`src/ntd_pkg.sv`:
```
// ----------------------------------------------------------------------------
// ntd_pkg: shared types and constants for the note doubler
// Field widths, counter memory geometry and the shared unit's interface.
// ----------------------------------------------------------------------------
package ntd_pkg;

   // field widths
   localparam int ChanW  = 4;
   localparam int KeyW   = 7;
   localparam int VelW   = 7;
   localparam int ShiftW = 6;
   localparam int CountW = 8;

   // counter memory geometry
   localparam int Channels = 16;
   localparam int Keys     = 128;
   localparam int Depth    = Channels * Keys;
   localparam int AddrW    = $clog2(Depth);

   // channel bound, one bit wider than the channel field
   localparam logic [ChanW:0] ChanLimit = (ChanW + 1)'(Channels);

   // reset value of the key shift register
   localparam logic signed [ShiftW-1:0] ShiftReset = ShiftW'(7);

   // saturation limits of a counter
   localparam logic signed [CountW-1:0] CountMax = CountW'(127);
   localparam logic signed [CountW-1:0] CountMin = CountW'(-128);

   // top key number
   localparam logic [KeyW-1:0] KeyMax = KeyW'(Keys - 1);

   // operation of the shared unit
   typedef enum logic {
      ALU_CLAMP = 1'b0,
      ALU_BUMP  = 1'b1
   } alu_op_type;

   typedef struct packed {
      alu_op_type                 op;
      logic                       note_on;
      logic [KeyW-1:0]            key;
      logic signed [ShiftW-1:0]   shift;
      logic signed [CountW-1:0]   count;
   } alu_req_type;

   typedef struct packed {
      logic [KeyW-1:0]            key;
      logic signed [CountW-1:0]   count;
      logic                       emit;
   } alu_rsp_type;

endpackage

```
`src/ntd_alu.sv`:
```
// ----------------------------------------------------------------------------
// ntd_alu: shared adder of the note doubler
// Forms the clamped companion key, or steps a saturating reference count.
// ----------------------------------------------------------------------------
module ntd_alu (
   input  ntd_pkg::alu_req_type  alu_req,
   output ntd_pkg::alu_rsp_type  alu_rsp
);

   logic signed [8:0]                 operand_a;
   logic signed [8:0]                 operand_b;
   logic signed [8:0]                 sum;
   logic                              saturated;
   logic signed [ntd_pkg::CountW-1:0] next_count;

   // operand select for the one adder
   always_comb begin
      if (alu_req.op == ntd_pkg::ALU_CLAMP) begin
         operand_a = {2'b00, alu_req.key};
         operand_b = {{3{alu_req.shift[ntd_pkg::ShiftW-1]}}, alu_req.shift};
      end else begin
         operand_a = {alu_req.count[ntd_pkg::CountW-1], alu_req.count};
         operand_b = alu_req.note_on ? 9'sd1 : -9'sd1;
      end
   end

   assign sum = operand_a + operand_b;

   // count holds at its limit
   assign saturated = alu_req.note_on ? (alu_req.count == ntd_pkg::CountMax)
                                      : (alu_req.count == ntd_pkg::CountMin);
   assign next_count = saturated ? alu_req.count : sum[ntd_pkg::CountW-1:0];

   // clamp key, report count transitions
   always_comb begin
      if (sum < 9'sd0) begin
         alu_rsp.key = '0;
      end else if (sum > 9'sd127) begin
         alu_rsp.key = ntd_pkg::KeyMax;
      end else begin
         alu_rsp.key = sum[ntd_pkg::KeyW-1:0];
      end
      alu_rsp.count = next_count;
      alu_rsp.emit  = !saturated &&
                      (alu_req.note_on ? (next_count == 8'sd1) : (next_count == 8'sd0));
   end

endmodule

```
`config.mk`:
```
export PLATFORM = sky130hd
export DESIGN_NAME = ntd_alu
export DESIGN_NICKNAME = d
export VERILOG_FILES = /design/src/ntd_pkg.sv /design/src/ntd_alu.sv
export SDC_FILE = /design/constraint.sdc
export NUM_CORES = 1
export LEC_CHECK = 0
export BUFFER_PORTS_ARGS = -buffer_cell sky130_fd_sc_hd__buf_4
export CORE_MARGIN = 2
export CORE_UTILIZATION = 45
export DETAILED_ROUTE_END_ITERATION = 12
export PLACE_DENSITY = 0.81
export SLEW_MARGIN = 30
export SYNTH_ARGS = -nofsm -noshare
export SYNTH_HDL_FRONTEND = slang
export SYNTH_SLANG_ARGS = --single-unit
```
`constraint.sdc`:
```
create_clock -name vclk -period 4
set_input_delay 0.4 -clock vclk [all_inputs]
set_output_delay 0.4 -clock vclk [all_outputs]
set_load 0.05 [all_outputs]
```
==> impl_metrics.csv, run 1 <==
group,metric,value,unit
logic_synthesis,synth_area_leaders,"ha_1, mux2_2, o21ai_0, a21oi_1, inv_1",
logic_synthesis,synth.largest_area_cell,"ha_1",
layout,final_nets,168,
grt,track_usage,21.7,%
layout,nFlopsAndLatches,0,
floorplan,boundaryPins,39,
floorplan,design.die.area,1880,um^2
layout,seqCellArea,0,um^2
power,p_seq_share,0,%
critical_path,slowest_delay,0.43,ns
logic_synthesis,syn_area_per_cell,7.11,um^2
placed_design,hpwl,1720,um
layout,clock_buffers,0,
floorplan,start_util,47.4,%
sta,layout_min_cycle_time,3.27,ns
logic_synthesis,yosys.area_share.simple,25.0,%
critical_path,path_max_fanout,15,
layout,syn_to_final_growth,43.3,%
critical_path,path_cells,"buf_4 > mux2_2 > ha_1 > fa_1 > a211oi_2 > nor3_1 > nor3b_1 > and2_1 > and4b_1 > buf_4",
routing,drtAntennaViolNets,0,
logic_synthesis,syn-num-nets,130,
routing,avgViaCountPerCell,5.73,
floorplan,num_rows,14,
layout,fillers,140,
grt,grt_pass1_wl,3320,um
min_path,worstHoldPathType,"in -> out",
routing,firstDrtPassIters,4,
clocking,holdBufCountCts,0,
sta,setup_tns,0,ns
sta,setup_viol,0,
placed_design,routabilityCongestion,0.828,
logic_synthesis,synthXorXnorAreaFrac,9.87,%
power,p_sw_share,66.6,%
sta,fmax,306,MHz
critical_path,cp-start-kind,"input pin",
grt,grt_antenna_before_repair,0,
grt,grt_pass1_vias,791,
power,p_per_area,423,nW/um^2
logic_synthesis,synth_top_family_by_area,"compound AO/OA/AOI/OAI gates",
critical_path,worstPathArrival,2.87,ns
critical_path,path_common_cell,"buf_4",
floorplan,core,1470,um^2
clocking,cts_setup_buffers,0,
logic_synthesis,synthAdderAreaFrac,17.2,%
logic_synthesis,syn_area,697,um^2
sta,slew_viol_final,0,
power,vdd_drop_max,0.332,mV
floorplan,die_width,43.4,um
logic_synthesis,ys_types,33,
routing,detailroute.via_count,859,
layout,antenna_cells,0,
power,power_switching,0.000281,W
power,p_leak,0.494,nW
sta,tightest_slew,0.411,ns
layout,final_util,67.9,%
logic_synthesis,seq_area_frac_synth,0,%
floorplan,die_y,43.4,um
critical_path,worstSetupPathType,"in -> out",
critical_path,cp-end-kind,"primary output",
sta,hold_viol,0,
logic_synthesis,netlist.area_leader.share,14.4,%
sta,slew_headroom,72.3,%
clocking,cts_resized,0,
logic_synthesis,synth_mux_area_share,11.3,%
power,clkPwrFrac,0,%
power,p_int,0.000141,W
routing,wl,2010,um
logic_synthesis,synth_compound_area_share,29.6,%
critical_path,cpMaxStageDelayCell,"fa_1",
routing,drt_iter0_drc,10,
routing,post_drt_wl_per_cell,13.4,um
sta,min_period_over_period,81.7,%
logic_synthesis,yosysWarnings,0,
routing,drc,0,
sta,rsz0062_at_grt,"false",
grt,grt-ovfl-total,0,
flow_run,cap_violations,0,
placed_design,portBuffers,39,
layout,layout-drive-gt1-share,38.8,%
status,outcome,"complete, no violations",
grt,grt_start_max_net_pins,16,
critical_path,critPathRequiredTime,3.60,ns
power,combinationalPowerShare,100.0,%
logic_synthesis,postSynthCellCount,98,
==> cell usage in the layout (no fill, tap or decap), drive strengths merged <==
cell / Yosys / routed
nor4: 2 / 2
nor3: 2 / 2
buf: 0 / 39
and4: 1 / 1
nand3: 1 / 1
fa: 1 / 1
a21oi: 11 / 11
a211oi: 1 / 1
ha: 8 / 8
and4b: 1 / 1
or2: 1 / 1
or4: 1 / 1
xor2: 3 / 3
nand2: 4 / 4
o221ai: 1 / 1
nor2: 4 / 4
a32oi: 1 / 1
nor3b: 1 / 1
nand2b: 4 / 4
inv: 10 / 10
or3b: 1 / 1
o21ai: 14 / 14
a21o: 3 / 3
o31a: 1 / 1
xnor2: 4 / 4
o21bai: 1 / 1
nand4: 2 / 2
and2: 3 / 3
o2111ai: 1 / 1
mux2: 7 / 7
==> routing by layer <==
metal / global-route usage (%) / vias up / wire length (um)
met3: 1.25 / 6 / 98
met5: 0 / - / 0
li1: - / 431 / -
met2: 42.7 / 31 / 1040
met4: 3.03 / 0 / 35
met1: 26.0 / 391 / 831
==> worst paths after layout <==
check	end	startpoint	slack [ns]	cells past startpoint
worst max-delay path	alu_rsp[0]	alu_req[22]	0.73	10
worst min-delay path	alu_rsp[8]	alu_req[7]	1.27	4
==> Yosys cell counts (all sizes together) <==
library cell and count:
o21ai 14, a21oi 11, inv 10, ha 8, mux2 7, nand2 4
nand2b 4, nor2 4, xnor2 4, a21o 3, and2 3, clkbuf 3
xor2 3, nand4 2, nor3 2, nor4 2, a211oi 1, a32oi 1
and4 1, and4b 1, fa 1, nand3 1, nor3b 1, o2111ai 1
o21bai 1, o221ai 1, o31a 1, or2 1, or3b 1, or4 1
==> stage by stage <==
step	area [um^2]	instances	setup slack [ns]	hold slack (ns)	power, W
2_1_floorplan	697	98	0.231	1.22	0.000304
3_3_place_gp	998	150	0.788	1.27	0.000414
3_5_place_dp	998	150	0.739	1.27	0.000422
4_1_cts	998	150	0.727	1.27	0.000423
5_1_grt	998	150	0.578	1.31	0.000447
6_report	998	150	0.733	1.27	0.000423
==> power groups by stage <==
| stage | Combinational [W] | Sequential, W | Clock (W) |
|---|---|---|---|
| after floorplan | 0.000304 | 0 | 0 |
| after global placement | 0.000414 | 0 | 0 |
| after detailed placement | 0.000422 | 0 | 0 |
| after CTS | 0.000423 | 0 | 0 |
| after global routing | 0.000447 | 0 | 0 |
| final | 0.000423 | 0 | 0 |
==> final cells by class <==
| cell class | count | area (um^2) | share of cell area, % |
|---|---|---|---|
| Multi-Input combinational cell | 85 | 648 | 64.9 |
| Timing Repair Buffer | 39 | 293 | 29.3 |
| Inverter | 10 | 37.5 | 3.76 |
| Tap cell | 16 | 20.0 | 2.01 |
==> cells by family after synthesis <==
group / after synthesis
and+or+nand+nor: 28
adders and majority gates: 9
AOI/OAI and AO/OA: 34
buffers and inverters: 13
xor gates and xnor gates: 7
muxes: 7
==> worst max-delay path: cells and delay by family <==
family                     cells  cell delay [ns]
AOI/OAI and AO/OA              1             0.26
adders and majority gates      2             0.66
buffers and inverters          2             0.37
muxes                          1             0.36
and+or+nand+nor                4             0.82
(Power assumes the default switching activity.)
==> inputs of run 2 (changes only) <==
==> constraint.sdc (replaced) <==
create_clock -name vclk -period 3.19
set_input_delay 0.319 -clock vclk [all_inputs]
set_output_delay 0.319 -clock vclk [all_outputs]
set_load 0.05 [all_outputs]
==> run 2 against run 1 <==
Die area unchanged; via count down 1.6%; sequential share of layout area unchanged; core utilization up 4.1 points; final area up 6.0%; routed wire length down 2.4%.
==> impl_metrics.csv, run 2 (synthesis gave the netlist of run 1 again) <==
group,metric,value,unit
placed_design,hpwl,1740,um
sta,setup_ws,0.128,ns
placed_design,routabilityCongestion,0.828,
critical_path,path_max_fanout,15,
layout,layout-drive-gt1-share,47.1,%
routing,post_drt_wl_per_cell,12.7,um
critical_path,worstSetupPathType,"in -> out",
clocking,holdBufCountCts,0,
min_path,worstHoldPathType,"in -> out",
placed_design,dpl_cell_area,1060,um^2
grt,grt_start_max_net_pins,16,
layout,antenna_cells,0,
critical_path,slowest_delay,0.38,ns
layout,syn_to_final_growth,51.9,%
floorplan,die_width,43.4,um
sta,slew_viol_final,0,
routing,wl,1960,um
layout,clock_buffers,0,
routing,drtAntennaViolNets,0,
sta,setup_viol,0,
floorplan,die_y,43.4,um
layout,final_nets,172,
routing,firstDrtPassIters,4,
sta,min_period_over_period,96.0,%
status,outcome,"complete, no violations",
sta,whs,1.08,ns
sta,fmax,327,MHz
sta,setup_tns,0,ns
power,p_leak,0.517,nW
routing,drt_iter0_drc,11,
critical_path,path_common_cell,"buf_4",
floorplan,design.die.area,1880,um^2
grt,grt_pass1_wl,3580,um
floorplan,core,1470,um^2
critical_path,cp-start-kind,"input pin",
critical_path,worstPathArrival,2.74,ns
sta,slew_headroom,72.9,%
routing,avgViaCountPerCell,5.49,
layout,multiInputGateArea,678,um^2
grt,grt_pass1_vias,847,
layout,final_common_cell,"buf_4",
layout,design_area,1060,um^2
flow_run,cap_violations,0,
floorplan,boundaryPins,39,
layout,fillers,130,
floorplan,start_util,47.4,%
power,vdd_drop_max,0.206,mV
layout,nFlopsAndLatches,0,
placed_design,dp_slack,0.113,ns
critical_path,cp-end-kind,"primary output",
grt,grt_antenna_before_repair,0,
power,p_per_area,539,nW/um^2
layout,layout_common_cells,"buf_4, inv_1, o21ai_0",
sta,rsz0062_at_grt,"false",
floorplan,num_rows,14,
sta,layout_min_cycle_time,3.06,ns
critical_path,path_cells,"buf_4 > mux2_2 > ha_1 > fa_2 > a211oi_2 > o21ai_0 > o31a_1 > o21ai_2 > buf_4 > a21oi_1 > buf_4",
layout,seqCellArea,0,um^2
clocking,cts_setup_buffers,0,
routing,detailroute.via_count,845,
grt,grt-ovfl-total,0,
critical_path,critPathRequiredTime,2.87,ns
grt,track_usage,23.4,%
min_path,whs_path_depth,4,
sta,tightest_slew,0.402,ns
placed_design,portBuffers,39,
sta,hold_viol,0,
critical_path,cpMaxStageDelayCell,"fa_2",
routing,drc,0,
==> run 2: what timing repair did <==
action                                 in CTS  in global routing
resized for setup                           0                  1
setup endpoints to repair                   0                  3
endpoints found under the hold margin       0                  0
==> run 2: final cells by class <==
| type | count | share of cell area [%] |
|---|---|---|
| Tap cell | 16 | 1.89 |
| Timing Repair Buffer | 43 | 30.5 |
| Multi-Input combinational cell | 85 | 64.1 |
| Inverter | 10 | 3.55 |
==> run 2: worst paths after layout <==
path | slack, ns | endpoint | start
min | 1.08 | alu_rsp[8] | alu_req[7]
max | 0.13 | alu_rsp[14] | alu_req[22]
==> run 2: per-layer routing <==
layer / vias to the layer above / share of wire [%] / wire [um] / global-route usage [%]
li1: 444 / - / - / -
met1: 373 / 43 / 839 / 30.3
met2: 26 / 51 / 1010 / 44.8
met3: 2 / 5.2 / 101 / 0.417
met4: 0 / 0.66 / 13 / 1.82
met5: - / 0 / 0 / 0
==> run 2: critical path: cells and delay by family <==
family	cells	cell delay, ns
compound gates	5	0.90
fa+ha+maj	2	0.61
buf+inv	3	0.55
mux	1	0.36
==> run 2: through the flow <==
step                      cells  util (%)  total power [W]
after global routing        154      71.9         0.000607
after detailed placement    154      71.8         0.000572
final                       154      71.9         0.000570
after CTS                   154      71.8         0.000572
after global placement      154      71.8         0.000563
after floorplan              98         -         0.000404
==> run 2: power by group <==
part / switching [W] / leakage [nW] / internal (W)
logic: 0.000366 / 0.517 / 0.000204
registers: 0 / 0 / 0
clock network: 0 / 0 / 0
